[config.mk]
export PLATFORM = sky130hd
export DESIGN_NAME = byte_stream_tokenizer_top_flat
export DESIGN_NICKNAME = d
export VERILOG_FILES = /design/src/rtl/core/btok_pkg.sv /design/src/rtl/core/btok_if.sv /design/src/rtl/core/btok_front.sv /design/src/rtl/core/btok_queue.sv /design/src/rtl/core/btok_back.sv /design/src/rtl/core/byte_stream_tokenizer_top.sv /design/src/flat_wrapper.sv
export SDC_FILE = /design/constraint.sdc
export NUM_CORES = 1
export LEC_CHECK = 0
export CAP_MARGIN = 20
export CORE_AREA = 2 2 278 170
export CTS_CLUSTER_DIAMETER = 40
export DETAILED_ROUTE_END_ITERATION = 10
export DIE_AREA = 0 0 280 172
export DONT_BUFFER_PORTS = 1
export GPL_TIMING_DRIVEN = 0
export SLEW_MARGIN = 5
export SYNTH_ARGS = -nofsm -noshare
export SYNTH_HDL_FRONTEND = slang
export SYNTH_SLANG_ARGS = --single-unit
[constraint.sdc]
create_clock -name clk -period 11.7 [get_ports clk]
set_input_delay 1.17 -clock clk [delete_from_list [all_inputs] [get_ports clk]]
set_output_delay 1.17 -clock clk [all_outputs]
set_load 0.05 [all_outputs]
[src/rtl/core/btok_pkg.sv]
// Package for the byte stream tokenizer: token kind codes, register map,
// queue entry type and default sizes. No dependencies.
`timescale 1ns / 1ps

package btok_pkg;

	// Default length limit of one string, in bytes
	localparam int STRING_MAX_BYTES_DEF = 255;
	// Entries in the queue between front and back
	localparam int QUEUE_DEPTH_DEF = 2;

	// Configuration port
	localparam int APB_ADDR_W = 3;
	localparam int APB_DATA_W = 32;
	localparam logic REG_MAX_STRINGS = 1'b0;   // register index, paddr[2]
	localparam logic [7:0] MAX_STRINGS_RST = 8'd100;

	// Token kinds
	localparam logic [4:0] KIND_STRING      = 5'd0;
	localparam logic [4:0] KIND_WHILE       = 5'd1;
	localparam logic [4:0] KIND_INT         = 5'd2;
	localparam logic [4:0] KIND_VAR         = 5'd3;
	localparam logic [4:0] KIND_PLUS        = 5'd4;
	localparam logic [4:0] KIND_MINUS       = 5'd5;
	localparam logic [4:0] KIND_MUL         = 5'd6;
	localparam logic [4:0] KIND_DIV         = 5'd7;
	localparam logic [4:0] KIND_LPAREN      = 5'd8;
	localparam logic [4:0] KIND_RPAREN      = 5'd9;
	localparam logic [4:0] KIND_EQUAL       = 5'd10;
	localparam logic [4:0] KIND_LBRACE      = 5'd11;
	localparam logic [4:0] KIND_RBRACE      = 5'd12;
	localparam logic [4:0] KIND_END         = 5'd13;
	localparam logic [4:0] KIND_STRING_BYTE = 5'd14;
	localparam logic [4:0] KIND_TOO_MANY    = 5'd15;
	localparam logic [4:0] KIND_UNTERM      = 5'd16;

	// Everything one accepted byte gives: up to four flushed prefix letters,
	// then an int token, then one main token
	typedef struct packed {
		logic [2:0]      n_flush;
		logic [3:0][6:0] flush_letter;
		logic            has_int;
		logic [31:0]     int_value;
		logic            has_main;
		logic [4:0]      main_kind;
		logic [31:0]     main_value;
		logic [6:0]      main_letter;
	} btok_entry_t;

endpackage

[src/rtl/core/btok_if.sv]
// Channel interfaces of the byte stream tokenizer: byte in, token out.
// No dependencies.
`timescale 1ns / 1ps

interface btok_byte_if;
	logic       valid;
	logic       ready;
	logic [7:0] char_byte;

	modport source (output valid, output char_byte, input ready);
	modport sink   (input valid, input char_byte, output ready);
endinterface

interface btok_token_if;
	logic               valid;
	logic               ready;
	logic [4:0]         token_kind;
	logic signed [31:0] token_value;
	logic [6:0]         var_letter;
	logic               last_of_run;

	modport source (output valid, output token_kind, output token_value,
		output var_letter, output last_of_run, input ready);
	modport sink   (input valid, input token_kind, input token_value,
		input var_letter, input last_of_run, output ready);
endinterface

[src/rtl/core/btok_front.sv]
// Front end: takes one byte per transaction, keeps the lexer state and
// turns each byte that gives tokens into a queue entry. Uses btok_pkg and btok_byte_if.
`timescale 1ns / 1ps

module btok_front import btok_pkg::*; #(
	parameter int STRING_MAX_BYTES = STRING_MAX_BYTES_DEF
) (
	input  logic              clk,
	input  logic              arst_n,
	btok_byte_if.sink         char_in,
	input  logic [7:0]        max_strings,
	output logic              push,
	output btok_entry_t       push_entry,
	input  logic              push_ready
);

	localparam int SBC_W = $clog2(STRING_MAX_BYTES + 1);

	localparam logic [2:0] MODE_IDLE   = 3'd0;
	localparam logic [2:0] MODE_NUMBER = 3'd1;
	localparam logic [2:0] MODE_STRING = 3'd2;
	localparam logic [2:0] MODE_PREFIX = 3'd3;
	localparam logic [2:0] MODE_SKIP   = 3'd4;

	localparam logic [7:0] CH_NUL    = 8'h00;
	localparam logic [7:0] CH_LF     = 8'h0A;
	localparam logic [7:0] CH_QUOTE  = 8'h22;
	localparam logic [7:0] CH_LPAREN = 8'h28;
	localparam logic [7:0] CH_RPAREN = 8'h29;
	localparam logic [7:0] CH_MUL    = 8'h2A;
	localparam logic [7:0] CH_PLUS   = 8'h2B;
	localparam logic [7:0] CH_MINUS  = 8'h2D;
	localparam logic [7:0] CH_DIV    = 8'h2F;
	localparam logic [7:0] CH_EQUAL  = 8'h3D;
	localparam logic [7:0] CH_P      = 8'h70;
	localparam logic [7:0] CH_W      = 8'h77;
	localparam logic [7:0] CH_LBRACE = 8'h7B;
	localparam logic [7:0] CH_RBRACE = 8'h7D;

	// Keyword letter at position idx (1..4) of while (w=0) or print (w=1)
	function automatic logic [7:0] kw_char(input logic w, input logic [2:0] idx);
		logic [7:0] c;
		c = 8'h00;
		case ({w, idx})
			4'b0_001: c = 8'h68; // h
			4'b0_010: c = 8'h69; // i
			4'b0_011: c = 8'h6C; // l
			4'b0_100: c = 8'h65; // e
			4'b1_001: c = 8'h72; // r
			4'b1_010: c = 8'h69; // i
			4'b1_011: c = 8'h6E; // n
			4'b1_100: c = 8'h74; // t
			default:  c = 8'h00;
		endcase
		return c;
	endfunction

	logic [2:0]       mode_q, mode_d;
	logic [2:0]       pfx_len_q, pfx_len_d;
	logic             pfx_word_q, pfx_word_d;
	logic [3:0][7:0]  pfx_bytes_q;
	logic [31:0]      accum_q, accum_d;
	logic [SBC_W-1:0] sbc_q, sbc_d;
	logic [7:0]       stotal_q, stotal_d;

	logic             pfx_we;
	logic [1:0]       pfx_wa;
	logic             accept;
	logic [7:0]       b;
	logic             b_digit;
	logic             use_idle;

	// what a byte does when handled as in idle
	logic [2:0]       id_mode;
	logic             id_emit;
	logic [4:0]       id_kind;
	logic [6:0]       id_letter;
	logic             id_str_start;
	logic             id_pfx_start;

	btok_entry_t      entry;

	assign b       = char_in.char_byte;
	assign accept  = char_in.valid && push_ready;
	assign b_digit = b inside {[8'h30:8'h39]};

	assign char_in.ready = push_ready;

	always_comb begin
		id_mode      = MODE_IDLE;
		id_emit      = 1'b0;
		id_kind      = KIND_VAR;
		id_letter    = 7'd0;
		id_str_start = 1'b0;
		id_pfx_start = 1'b0;
		if (b == CH_NUL || b == CH_LF) begin
			id_emit = 1'b1;
			id_kind = KIND_END;
		end else if (b == CH_QUOTE) begin
			id_mode      = MODE_STRING;
			id_str_start = 1'b1;
		end else if (b == CH_W || b == CH_P) begin
			id_mode      = MODE_PREFIX;
			id_pfx_start = 1'b1;
		end else if (b_digit) begin
			id_mode = MODE_NUMBER;
		end else if (b inside {[8'h61:8'h7A]}) begin
			id_emit   = 1'b1;
			id_kind   = KIND_VAR;
			id_letter = b[6:0];
		end else begin
			id_emit = 1'b1;
			case (b)
				CH_PLUS:   id_kind = KIND_PLUS;
				CH_MINUS:  id_kind = KIND_MINUS;
				CH_MUL:    id_kind = KIND_MUL;
				CH_DIV:    id_kind = KIND_DIV;
				CH_LPAREN: id_kind = KIND_LPAREN;
				CH_RPAREN: id_kind = KIND_RPAREN;
				CH_EQUAL:  id_kind = KIND_EQUAL;
				CH_LBRACE: id_kind = KIND_LBRACE;
				CH_RBRACE: id_kind = KIND_RBRACE;
				default:   id_emit = 1'b0;
			endcase
		end
	end

	always_comb begin
		mode_d     = mode_q;
		pfx_len_d  = pfx_len_q;
		pfx_word_d = pfx_word_q;
		accum_d    = accum_q;
		sbc_d      = sbc_q;
		stotal_d   = stotal_q;
		pfx_we     = 1'b0;
		pfx_wa     = 2'd0;
		use_idle   = 1'b0;
		entry      = '0;
		case (mode_q)
			MODE_NUMBER: begin
				if (b_digit) begin
					accum_d = (accum_q << 3) + (accum_q << 1) + {28'd0, b[3:0]};
				end else begin
					entry.has_int   = 1'b1;
					entry.int_value = accum_q;
					accum_d         = '0;
					use_idle        = 1'b1;
				end
			end
			MODE_STRING: begin
				if (b == CH_QUOTE) begin
					entry.has_main = 1'b1;
					if (stotal_q < max_strings) begin
						entry.main_kind  = KIND_STRING;
						entry.main_value = {24'd0, stotal_q};
						stotal_d         = stotal_q + 8'd1;
						mode_d           = MODE_IDLE;
					end else begin
						entry.main_kind = KIND_TOO_MANY;
						mode_d          = MODE_SKIP;
					end
				end else if (b == CH_NUL) begin
					entry.has_main  = 1'b1;
					entry.main_kind = KIND_UNTERM;
					mode_d          = MODE_IDLE;
				end else if (sbc_q < SBC_W'(STRING_MAX_BYTES)) begin
					entry.has_main   = 1'b1;
					entry.main_kind  = KIND_STRING_BYTE;
					entry.main_value = {24'd0, b};
					sbc_d            = sbc_q + SBC_W'(1);
				end
			end
			MODE_PREFIX: begin
				if (pfx_len_q inside {[3'd1:3'd4]} && b == kw_char(pfx_word_q, pfx_len_q)) begin
					if (pfx_len_q == 3'd4) begin
						entry.has_main = 1'b1;
						if (!pfx_word_q) begin
							entry.main_kind = KIND_WHILE;
						end else begin
							entry.main_kind   = KIND_VAR;
							entry.main_letter = CH_P[6:0];
						end
						mode_d    = MODE_IDLE;
						pfx_len_d = 3'd0;
					end else begin
						pfx_we    = 1'b1;
						pfx_wa    = pfx_len_q[1:0];
						pfx_len_d = pfx_len_q + 3'd1;
					end
				end else begin
					// mismatch: buffered letters go out as variables first
					entry.n_flush = (pfx_len_q > 3'd4) ? 3'd4 : pfx_len_q;
					for (int i = 0; i < 4; i++) begin
						entry.flush_letter[i] = pfx_bytes_q[i][6:0];
					end
					pfx_len_d = 3'd0;
					use_idle  = 1'b1;
				end
			end
			MODE_SKIP: begin
				if (b == CH_NUL || b == CH_LF) begin
					mode_d = MODE_IDLE;
				end
			end
			default: begin
				use_idle = 1'b1;
			end
		endcase

		if (use_idle) begin
			mode_d = id_mode;
			if (id_emit) begin
				entry.has_main    = 1'b1;
				entry.main_kind   = id_kind;
				entry.main_letter = id_letter;
			end
			if (id_str_start) begin
				sbc_d = '0;
			end
			if (id_pfx_start) begin
				pfx_word_d = (b == CH_P);
				pfx_we     = 1'b1;
				pfx_wa     = 2'd0;
				pfx_len_d  = 3'd1;
			end
			if (b_digit) begin
				accum_d = {28'd0, b[3:0]};
			end
		end
	end

	assign push_entry = entry;
	assign push = accept && (entry.n_flush != 3'd0 || entry.has_int || entry.has_main);

	always_ff @(posedge clk or negedge arst_n) begin
		if (!arst_n) begin
			mode_q     <= MODE_IDLE;
			pfx_len_q  <= 3'd0;
			pfx_word_q <= 1'b0;
			accum_q    <= '0;
			sbc_q      <= '0;
			stotal_q   <= '0;
		end else if (accept) begin
			mode_q     <= mode_d;
			pfx_len_q  <= pfx_len_d;
			pfx_word_q <= pfx_word_d;
			accum_q    <= accum_d;
			sbc_q      <= sbc_d;
			stotal_q   <= stotal_d;
		end
	end

	always_ff @(posedge clk) begin
		if (accept && pfx_we) begin
			pfx_bytes_q[pfx_wa] <= b;
		end
	end

endmodule

[src/rtl/core/btok_queue.sv]
// Small FIFO of queue entries between front and back end.
// Uses btok_pkg.
`timescale 1ns / 1ps

module btok_queue import btok_pkg::*; #(
	parameter int DEPTH = QUEUE_DEPTH_DEF
) (
	input  logic        clk,
	input  logic        arst_n,
	input  logic        push,
	input  btok_entry_t push_entry,
	output logic        push_ready,
	input  logic        pop,
	output btok_entry_t pop_entry,
	output logic        pop_valid
);

	localparam int PTR_W = (DEPTH > 1) ? $clog2(DEPTH) : 1;
	localparam int CNT_W = $clog2(DEPTH + 1);

	btok_entry_t      mem_q [DEPTH];
	logic [PTR_W-1:0] wr_ptr_q, rd_ptr_q;
	logic [CNT_W-1:0] count_q;
	logic             do_push, do_pop;

	assign push_ready = (count_q != CNT_W'(DEPTH));
	assign pop_valid  = (count_q != '0);
	assign do_push    = push && push_ready;
	assign do_pop     = pop && pop_valid;
	assign pop_entry  = mem_q[rd_ptr_q];

	function automatic logic [PTR_W-1:0] next_ptr(input logic [PTR_W-1:0] p);
		return (p == PTR_W'(DEPTH - 1)) ? '0 : p + PTR_W'(1);
	endfunction

	always_ff @(posedge clk) begin
		if (do_push) begin
			mem_q[wr_ptr_q] <= push_entry;
		end
	end

	always_ff @(posedge clk or negedge arst_n) begin
		if (!arst_n) begin
			wr_ptr_q <= '0;
			rd_ptr_q <= '0;
			count_q  <= '0;
		end else begin
			if (do_push) begin
				wr_ptr_q <= next_ptr(wr_ptr_q);
			end
			if (do_pop) begin
				rd_ptr_q <= next_ptr(rd_ptr_q);
			end
			case ({do_push, do_pop})
				2'b10:   count_q <= count_q + CNT_W'(1);
				2'b01:   count_q <= count_q - CNT_W'(1);
				default: count_q <= count_q;
			endcase
		end
	end

endmodule

[src/rtl/core/btok_back.sv]
// Back end: walks the head queue entry and sends one token per transaction
// from an output register. Uses btok_pkg and btok_token_if.
`timescale 1ns / 1ps

module btok_back import btok_pkg::*; (
	input  logic        clk,
	input  logic        arst_n,
	input  btok_entry_t head,
	input  logic        head_valid,
	output logic        pop,
	btok_token_if.source token_out
);

	logic [2:0]  pos_q;
	logic [2:0]  total;
	logic        last;
	logic        load;
	logic        out_valid_q;
	logic [4:0]  kind;
	logic [31:0] value;
	logic [6:0]  letter;

	assign total = head.n_flush + {2'b0, head.has_int} + {2'b0, head.has_main};
	assign last  = (pos_q == total - 3'd1);
	assign load  = head_valid && (!out_valid_q || token_out.ready);
	assign pop   = load && last;

	// order within one entry: flushed letters, int, main token
	always_comb begin
		kind   = head.main_kind;
		value  = head.main_value;
		letter = head.main_letter;
		if (pos_q < head.n_flush) begin
			kind   = KIND_VAR;
			value  = '0;
			letter = head.flush_letter[pos_q[1:0]];
		end else if (head.has_int && pos_q == head.n_flush) begin
			kind   = KIND_INT;
			value  = head.int_value;
			letter = 7'd0;
		end
	end

	always_ff @(posedge clk or negedge arst_n) begin
		if (!arst_n) begin
			out_valid_q <= 1'b0;
			pos_q       <= 3'd0;
		end else begin
			if (load) begin
				out_valid_q <= 1'b1;
				pos_q       <= last ? 3'd0 : pos_q + 3'd1;
			end else if (token_out.ready) begin
				out_valid_q <= 1'b0;
			end
		end
	end

	always_ff @(posedge clk) begin
		if (load) begin
			token_out.token_kind  <= kind;
			token_out.token_value <= value;
			token_out.var_letter  <= letter;
			token_out.last_of_run <= last;
		end
	end

	assign token_out.valid = out_valid_q;

endmodule

[src/rtl/core/byte_stream_tokenizer_top.sv]
// Byte stream tokenizer, top level: configuration registers and the
// front end / queue / back end chain. Uses btok_pkg, btok_if and submodules.
// A byte's tokens pass through the queue and the back end's output register.
// Throughput: one byte per cycle while each byte gives at most one token
// and token_out is not stalled; a byte with n tokens (n <= 5) holds the back
// end until all n are sent; the front keeps taking bytes until the queue is full.
// Reset (arst_n low, asynchronous): lexer idle, counters zero, max_strings 100.
`timescale 1ns / 1ps

module byte_stream_tokenizer_top import btok_pkg::*; #(
	parameter int STRING_MAX_BYTES = STRING_MAX_BYTES_DEF,
	parameter int QUEUE_DEPTH      = QUEUE_DEPTH_DEF
) (
	input  logic                  clk,
	input  logic                  arst_n,
	btok_byte_if.sink             char_in,
	btok_token_if.source          token_out,
	input  logic                  psel,
	input  logic                  penable,
	input  logic                  pwrite,
	input  logic [APB_ADDR_W-1:0] paddr,
	input  logic [APB_DATA_W-1:0] pwdata,
	output logic [APB_DATA_W-1:0] prdata,
	output logic                  pready
);

	// APB: register index sits in paddr[2]; the low bits are not decoded.
	// Writes land in the access phase; only max_strings exists.
	logic [7:0]  max_strings_q;
	logic        cfg_wr;

	// front -> queue -> back
	logic        push;
	logic        push_ready;
	btok_entry_t push_entry;
	logic        pop;
	logic        head_valid;
	btok_entry_t head;

	assign pready = 1'b1;
	assign cfg_wr = psel && penable && pwrite;

	always_ff @(posedge clk or negedge arst_n) begin
		if (!arst_n) begin
			max_strings_q <= MAX_STRINGS_RST;
		end else if (cfg_wr && paddr[2] == REG_MAX_STRINGS) begin
			max_strings_q <= pwdata[7:0];
		end
	end

	assign prdata = (paddr[2] == REG_MAX_STRINGS) ? {24'd0, max_strings_q} : '0;

	// Front end: lexer state, one byte per transaction when the queue has room
	btok_front #(
		.STRING_MAX_BYTES (STRING_MAX_BYTES)
	) u_front (
		.clk         (clk),
		.arst_n      (arst_n),
		.char_in     (char_in),
		.max_strings (max_strings_q),
		.push        (push),
		.push_entry  (push_entry),
		.push_ready  (push_ready)
	);

	// Decoupling queue; bytes without tokens never enter it
	btok_queue #(
		.DEPTH (QUEUE_DEPTH)
	) u_queue (
		.clk        (clk),
		.arst_n     (arst_n),
		.push       (push),
		.push_entry (push_entry),
		.push_ready (push_ready),
		.pop        (pop),
		.pop_entry  (head),
		.pop_valid  (head_valid)
	);

	// Back end: one token per transaction from a registered output stage
	btok_back u_back (
		.clk        (clk),
		.arst_n     (arst_n),
		.head       (head),
		.head_valid (head_valid),
		.pop        (pop),
		.token_out  (token_out)
	);

endmodule

[src/flat_wrapper.sv]
// flat-port wrapper written by rule: the top's interface ports become plain ports
module byte_stream_tokenizer_top_flat import btok_pkg::*;
#(
	parameter int STRING_MAX_BYTES = STRING_MAX_BYTES_DEF,
	parameter int QUEUE_DEPTH      = QUEUE_DEPTH_DEF
)
  (clk, arst_n, psel, penable, pwrite, paddr, pwdata, prdata, pready, char_in_valid, char_in_char_byte, char_in_ready, token_out_valid, token_out_token_kind, token_out_token_value, token_out_var_letter, token_out_last_of_run, token_out_ready);
  btok_byte_if char_in_i ();
  btok_token_if token_out_i ();
  input  logic clk;
  input  logic arst_n;
  input  logic psel;
  input  logic penable;
  input  logic pwrite;
  input  logic [APB_ADDR_W-1:0] paddr;
  input  logic [APB_DATA_W-1:0] pwdata;
  output logic [APB_DATA_W-1:0] prdata;
  output logic pready;
  input wire logic [$bits(char_in_i.valid)-1:0] char_in_valid;
  input wire logic [$bits(char_in_i.char_byte)-1:0] char_in_char_byte;
  output wire logic [$bits(char_in_i.ready)-1:0] char_in_ready;
  output wire logic [$bits(token_out_i.valid)-1:0] token_out_valid;
  output wire logic [$bits(token_out_i.token_kind)-1:0] token_out_token_kind;
  output wire logic [$bits(token_out_i.token_value)-1:0] token_out_token_value;
  output wire logic [$bits(token_out_i.var_letter)-1:0] token_out_var_letter;
  output wire logic [$bits(token_out_i.last_of_run)-1:0] token_out_last_of_run;
  input wire logic [$bits(token_out_i.ready)-1:0] token_out_ready;
  assign char_in_i.valid = char_in_valid;
  assign char_in_i.char_byte = char_in_char_byte;
  assign char_in_ready = char_in_i.ready;
  assign token_out_valid = token_out_i.valid;
  assign token_out_token_kind = token_out_i.token_kind;
  assign token_out_token_value = token_out_i.token_value;
  assign token_out_var_letter = token_out_i.var_letter;
  assign token_out_last_of_run = token_out_i.last_of_run;
  assign token_out_i.ready = token_out_ready;
  byte_stream_tokenizer_top #(.STRING_MAX_BYTES(STRING_MAX_BYTES), .QUEUE_DEPTH(QUEUE_DEPTH)) u_core (.clk(clk), .arst_n(arst_n), .char_in(char_in_i), .token_out(token_out_i), .psel(psel), .penable(penable), .pwrite(pwrite), .paddr(paddr), .pwdata(pwdata), .prdata(prdata), .pready(pready));
endmodule
# After elaboration in Yosys (flattened, before gate mapping)
# Memories as Yosys holds them, arrays and structs flattened.
# Cells that the tools add are included.
word_totals:
  reg_bits: 148
  mem_bits_rw: 218
  mem_bits_ro: 112
  inputBits: 50
  output_inout_bits: 80
  elab_cells: 217
  n_memories: 2
op_classes:
  n_addsub: 13
  order_cmp: 13
  eq_ne: 28
  muxes: 105
  bitwise_logic: 1
  reduce_logical: 34
memory_table:
  columns: ["name", "depth", "word_bits", "read_ports", "rd_ports_with_merged_regs", "wr", "line", "text"]
  rows:
  - ["u_core.u_queue.mem_q", 2, 109, 1, 0, 1, "btok_queue.sv:21", "btok_entry_t mem_q [DEPTH];"]
  - ["(name not given)", 16, 7, 1, 0, 0, "btok_front.sv:44", "case ({w, idx})"]
ops:
  columns: ["op", "count"]
  rows:
  - ["$mux 32", 7]
  - ["$mux 7", 14]
  - ["$mux 8", 10]
  - ["$mux 38", 2]
  - ["$mux 33", 2]
  - ["$eq 8x6->1 const B", 8]
  - ["$mux 31", 2]
  - ["$mux 3", 15]
  - ["$pmux 4 s9", 1]
  - ["$add 32x32->32", 1]
  - ["$add 32x4->32", 1]
  - ["$bwmux 32", 1]
  - ["$eq 8x7->1 const B", 4]
  - ["$mux 6", 5]
  - ["$mux 1", 26]
  - ["$mux 4", 6]
  - ["$add 8x1->8 const B", 2]
  - ["$demux 8 s2", 1]
  - ["$logic_and 1x1->1", 16]
  - ["$mux 2", 8]
  - ["$bmux 7 s2", 1]
  - ["$pmux 6 s2", 1]
  - ["$ne 3x3->1 const B", 3]
  - ["$pmux 3 s3", 1]
  - ["other kinds (42)", 56]

# Longest topological paths before layout
depth:
  depth_word: 15
  mapped_depth: 17
  depth_no_buf: 13

# Hierarchy
# From an unflattened synthesis, not the netlist that was laid out.
hier_totals:
  hier_cells: 1453
  area_unflattened_um2: 18346.3
by_module_without_submodules:
  columns: ["mod", "instances", "cells_per_inst", "area_per_inst_um2"]
  rows:
  - ["btok_queue", 1, 356, 8097.8]
  - ["btok_front", 1, 812, 7118.1]
  - ["btok_back", 1, 233, 2547.4]
  - ["byte_stream_tokenizer_top", 1, 52, 583.1]

# Worst setup path before layout
# Ideal clock, no wire load.
synth_path:
  path_kind: "input port to flip-flop"
  start: "in char_in_char_byte[5]"
  end: "mem u_core.u_queue.mem_q[0][0] in the netlist's numbering, enable pin"
  setup_time_ns: 0.529
  arrival_ns: 6.484
  required_time_ns: 11.171
  path_slack_ns: 4.687
  stages: 8
  path_buffers: 1
  path_cell_list: "clkbuf_1 -> nor4b_1 -> a32oi_1 -> o32a_1 -> a311oi_1 -> o21a_4 -> o41ai_4 -> nor2_1"
synth_via:
  elab_chain_len: 15
  word_cells_on_any_way: 51
  classes_between: "order compare (4); eq/ne (14); mux (21); reduce/logical (12)"
synth_rtl:
  columns: ["item", "line", "text"]
  rows:
  - ["start, declared", "flat_wrapper.sv:20", "input wire logic [$bits(char_in_i.char_byte)-1:0] char_in_char_byte;"]
  - ["$eq 8x7->1 or $eq 8x6->1 (tied branches)", "btok_front.sv:113", "case (b)"]
  - ["$reduce_or 9->1 (no line)", null, null]
  - ["$mux 1", "btok_front.sv:113", null]
  - ["$mux 1", "btok_front.sv:107", "end else if (b inside {[8'h61:8'h7A]}) begin"]
  - ["$mux 1", "btok_front.sv:105", "end else if (b_digit) begin"]
  - ["$mux 1", "btok_front.sv:102", "end else if (b == CH_W || b == CH_P) begin"]
  - ["$mux 1", "btok_front.sv:99", "end else if (b == CH_QUOTE) begin"]
  - ["$mux 1", "btok_front.sv:96", "if (b == CH_NUL || b == CH_LF) begin"]
  - ["$mux 6", "btok_front.sv:212", "if (id_emit) begin"]
  - ["$mux 6", "btok_front.sv:210", "if (use_idle) begin"]
  - ["$logic_or 1x1->1 *", "btok_front.sv:233", "assign push = accept && (entry.n_flush != 3'd0 || entry.has_int || entry.has_main);"]
  - ["$logic_and 1x1->1 *", "btok_front.sv:233", null]
  - ["$logic_and 1x1->1 *", "btok_queue.sv:28", "assign do_push = push && push_ready;"]
  - ["$mux 1 *", "btok_queue.sv:37", "if (do_push) begin"]
  - ["$mux 1 (not written as such) *", "btok_queue.sv:38", "mem_q[wr_ptr_q] <= push_entry;"]
  - ["end, declared", "btok_queue.sv:21", null]
# Every way passes the cells marked *; elsewhere a longest branch is shown, timed or not.

# Worst setup path after layout
layout_path:
  start: "reg u_core.u_queue.rd_ptr_q"
  end: "reg u_core.u_queue.count_q[1]"
layout_via:
  elab_chain_len: 9
  word_cells_on_any_way: 11
  classes_between: "add/sub (3); eq/ne (3); mux (1); reduce/logical (3); memory (1)"
layout_rtl:
  columns: ["item", "line", "text"]
  rows:
  - ["start, declared", "btok_queue.sv:22", "logic [PTR_W-1:0] wr_ptr_q, rd_ptr_q;"]
  - ["start signal, assigned", "btok_queue.sv:52", "rd_ptr_q <= next_ptr(rd_ptr_q);"]
  - ["$mem_v2 2x109 *", null, null]
  - ["$add 3x1->3", "btok_back.sv:23", "assign total = head.n_flush + {2'b0, head.has_int} + {2'b0, head.has_main};"]
  - ["$add 3x1->3 *", "btok_back.sv:23", null]
  - ["$sub 3x1->3 *", "btok_back.sv:24", "assign last = (pos_q == total - 3'd1);"]
  - ["$eq 3x3->1 *", "btok_back.sv:24", null]
  - ["$logic_and 1x1->1 *", "btok_back.sv:26", "assign pop = load && last;"]
  - ["$logic_and 1x1->1 *", "btok_queue.sv:29", "assign do_pop = pop && pop_valid;"]
  - ["net u_core.u_queue.do_pop", "btok_queue.sv:24", "logic do_push, do_pop;"]
  - ["$eq 2x1->1 or $eq 2x2->1 (tied branches)", "btok_queue.sv:54", "case ({do_push, do_pop})"]
  - ["$pmux 2 s2 or $reduce_bool 2->1 (tied branches)", null, null]
  - ["end signal, assigned", "btok_queue.sv:55", "2'b10: count_q <= count_q + CNT_W'(1);"]
  - ["end signal, assigned", "btok_queue.sv:56", "2'b01: count_q <= count_q - CNT_W'(1);"]
  - ["end signal, assigned", "btok_queue.sv:57", "default: count_q <= count_q;"]
  - ["end, declared", "btok_queue.sv:23", "logic [CNT_W-1:0] count_q;"]
# Mark *: on every way through the listed nets, which the timed path passes. The rest lies on a longest branch.
# A chain may end at the register's enable or synchronous reset.

==> flow_metrics.env <==
export IMPL_rows=61
export IMPL_final_hold_violation_count=0
export IMPL_r2r_end="u_core.u_queue.count_q[1]$_DFFE_PN0P_"
export IMPL_post_cts_buffers=0
export IMPL_die_area_um2=48200
export IMPL_max_freq_ghz=0.176
export IMPL_synth_async_reset_ratio_pct=22.6
export IMPL_num_antenna_cells=0
export IMPL_route_detailed_vias_per_inst=5.17
export IMPL_crit_arrival_ps=6140
export IMPL_cts_buffer_depth=3
export IMPL_cp_required_ps=12150
export IMPL_io_buffers=0
export IMPL_use_met2_pct=20.6
export IMPL_r2r_setup_slack_ps=6000
export IMPL_htree_levels=2
export IMPL_setup_tns_ps=0
export IMPL_outcome="complete, no violations"
export IMPL_grt_use_met3_pct=3.45
export IMPL_design_core_area_um2=45700
export IMPL_grt_antenna_before_repair=0
export IMPL_grt_pass1_wl_um=56300
export IMPL_overflow=0
export IMPL_worstHoldPathType="in2async"
export IMPL_r2r_start="u_core.u_queue.rd_ptr_q$_DFFE_PN0P_"
export IMPL_maxSlewViolCount=0
export IMPL_seq_area_frac_synth_pct=59.1
export IMPL_vias=9850
export IMPL_track_usage_pct=15.1
export IMPL_met1_usage_pct=23.4
export IMPL_syn_area_per_cell_um2=12.8
export IMPL_period_needed_ps=5700
export IMPL_synth_cell_area_um2=15400
export IMPL_yosys_warnings=0
export IMPL_endpoint_kind="register"
export IMPL_gp_congestion=0.909
export IMPL_syn2layout_area_growth_pct=16.1
export IMPL_crit_chain="clkbuf_1 > clkbuf_1 > clkbuf_1 > buf_1 > mux2i_1 > ha_1 > inv_1 > ha_1 > fa_1 > xnor2_1 > xnor2_1 > xnor2_1 > nor4_1 > ha_1 > nor2_1 > xor2_1"
export IMPL_cts_made_buffers=42
export IMPL_busiest_layer="met1"
export IMPL_drt_pass1_iter_count=5
export IMPL_worst_skew_pair_late_latency_ps=540
export IMPL_clock_sinks=314
export IMPL_initial_core_util_pct=33.6
export IMPL_crit_path_top_delay_cell="buf_1"
export IMPL_wirelength_um=36200
export IMPL_synthFlopType="edfxtp_1"
export IMPL_relSlewSlack_pct=20.9
export IMPL_skew_ps=21.9
export IMPL_final_cells=1905
export IMPL_drtAntennaViolNets=0
export IMPL_ff2ff_path_depth=16
export IMPL_dp_cells=1828
export IMPL_ir_drop_v=0.0000847
export IMPL_cts_resized=0
export IMPL_power_leakage_nw=7.09
export IMPL_synth_edff_count=243
export IMPL_synth_cell_types=70
export IMPL_dp_hpwl_um=26200
export IMPL_rsz0062_at_grt="false"
export IMPL_cts_tree="built"
export IMPL_clk_transition_reported_paths_ps=60
export IMPL_die_h_um=172
export IMPL_hold_worst_slack_ps=338
export IMPL_path_max_fanout=10
export IMPL_grt_pass1_vias=9620
export IMPL_ys_seq_elements=314
export IMPL_fin_nets=1406
export IMPL_grt_max_degree=72
export IMPL_io_pins=130
export IMPL_fin_crit_sh_pct=48.7
export IMPL_maxCapViolCount=0
export IMPL_cts_hold_buf=0
export IMPL_routedWlPerCell_um=19.0
export IMPL_remaining_drc_errors=0
export IMPL_syn_inst=1197
export IMPL_drive_above_1_share_pct=12.9
export IMPL_cp_slowest_stage_delay_ps=750
export IMPL_first_iter_violations=863
export IMPL_critPathKind="reg2reg"
export IMPL_power_w=0.00377
export IMPL_die_w_um=280
export IMPL_root_buffer="clkbuf_16"
export IMPL_setup_viol=0
export IMPL_worstMarginPinSlew_ps=1180
export IMPL_power_density_nw_per_um2=212
export IMPL_crit_path_start_kind="register"
cell usage in the layout, fill, tap and decap left out, types with 12 or more instances in the layout:
master     instances
nand2b_1          12
and2_1            15
clkbuf_16         43
nand4_1           12
xnor2_1           26
mux4_2            22
inv_1             23
dfrtp_1           68
buf_4             26
nand2_1           81
ha_1              79
nor3_1            12
mux2i_1           42
nand3_1           33
and3_1            74
a21oi_1           42
o21ai_0           62
nor2_1            77
xor2_1            26
conb_1            25
clkbuf_1          51
mux2_2            18
edfxtp_1         243
Yosys cell counts, drive strengths merged, types with 5 or more instances:
cell type / instances / area share, %
inv: 24 / 0.59
nand3: 33 / 1.1
mux2i: 42 / 2.7
buf: 37 / 1.6
a22o: 6 / 0.34
a21oi: 42 / 1.4
or4: 5 / 0.24
ha: 79 / 6.4
dfrtp: 68 / 11
o211ai: 7 / 0.34
nor2b: 10 / 0.41
nor4: 9 / 0.37
nor2: 79 / 1.9
o31ai: 6 / 0.33
mux2: 18 / 1.3
and2: 17 / 0.71
xor2: 26 / 1.5
or3: 9 / 0.37
a31oi: 9 / 0.37
a22oi: 5 / 0.24
nand4: 12 / 0.49
and3: 74 / 3.0
edfxtp: 243 / 47
clkbuf: 45 / 1.1
xnor2: 26 / 1.5
a21o: 10 / 0.49
mux4: 22 / 3.2
nand2: 81 / 2.0
o21ai: 63 / 2.1
a32oi: 6 / 0.34
nand2b: 12 / 0.49
nor3: 12 / 0.39
flip-flops by register name, summed over array words and instances (netlist names), 2 cells and up:
name                                 count
u_core.u_back.token_out.token_value     32
u_core.u_back.pos_q                      3
u_core.u_front.pfx_len_q                 3
u_core.u_front.sbc_q                     8
u_core.u_front.pfx_bytes_q              28
u_core.max_strings_q                     8
u_core.u_back.token_out.token_kind       5
u_core.u_queue.count_q                   2
u_core.u_front.mode_q                    3
u_core.u_back.token_out.var_letter       7
u_core.u_front.accum_q                  32
u_core.u_front.stotal_q                  8
u_core.u_queue.mem_q                   170
where the power goes:
group | internal (W) | switching, W | total, W | leakage [nW]
combinational | 0.000289 | 0.000473 | 0.000762 | 3.18
clock | 0.000818 | 0.000499 | 0.00132 | 0.714
sequential | 0.00139 | 0.000310 | 0.00170 | 3.20
metal layers:
metal | share of wire (%) | routed length (um)
met5 | 0 | 0
met4 | 2.1 | 751
met3 | 7.1 | 2570
met2 | 40 | 14400
met1 | 51 | 18400
worst max-delay path: cells and delay by family (launching register included):
kind                       cells  cell delay (ps)
muxes                          1              190
xor gates and xnor gates       4              590
and+or+nand+nor                2              630
adders and majority gates      4             1230
buffers and inverters          5             2650
DFF                            1              320
cells by family (layout without fill, tap and decap cells):
logic type      count (synthesis)  after routing  synth area share, %
simple gates                  368            368                 12.2
other cells                     2             25               0.0489
buf+inv                       106            193                 3.33
xor+xnor                       52             52                 2.96
compound gates                190            190                 8.21
fa+ha+maj                      83             83                 6.89
flops                         314            314                 59.1
mux                            82             82                 7.28
worst max-delay path by stage:
stage / from / end / slack (ps) / depth (start not counted)
floorplan: char_in_char_byte[5] / u_core.u_queue.mem_q[0][0]$_DFFE_PP_ / 4690 / 8
global placement: char_in_char_byte[5] / u_core.u_queue.mem_q[0][58]$_DFFE_PP_ / 1950 / 8
detailed placement: u_core.u_queue.rd_ptr_q$_DFFE_PN0P_ / u_core.u_queue.count_q[1]$_DFFE_PN0P_ / 5880 / 16
CTS: u_core.u_queue.rd_ptr_q$_DFFE_PN0P_ / u_core.u_queue.count_q[1]$_DFFE_PN0P_ / 5850 / 16
global route: u_core.u_queue.rd_ptr_q$_DFFE_PN0P_ / u_core.u_queue.count_q[1]$_DFFE_PN0P_ / 5490 / 16
finish: u_core.u_queue.rd_ptr_q$_DFFE_PN0P_ / u_core.u_queue.count_q[1]$_DFFE_PN0P_ / 6000 / 16
final cells by class:
class                   count  area, um^2
fillers                  4284       27900
flip-flops and latches    314        9080
multi-input cells         800        5890
clock buffers              49        1100
well taps                 598         748
plain buffers              82         422
clock inverters            28         347
repair buffers             10         164
inverters                  24        90.1
through the flow:
step	setup WS (ps)	utilization, %	instance area [um^2]
after global routing	5490	39.0	17800
final	6000	39.0	17800
after floorplan	4690	-	15500
after CTS	5850	39.0	17800
after global placement	1950	35.4	16200
after detailed placement	5880	35.9	16400
No activity file was read; power rests on OpenSTA's default activity.
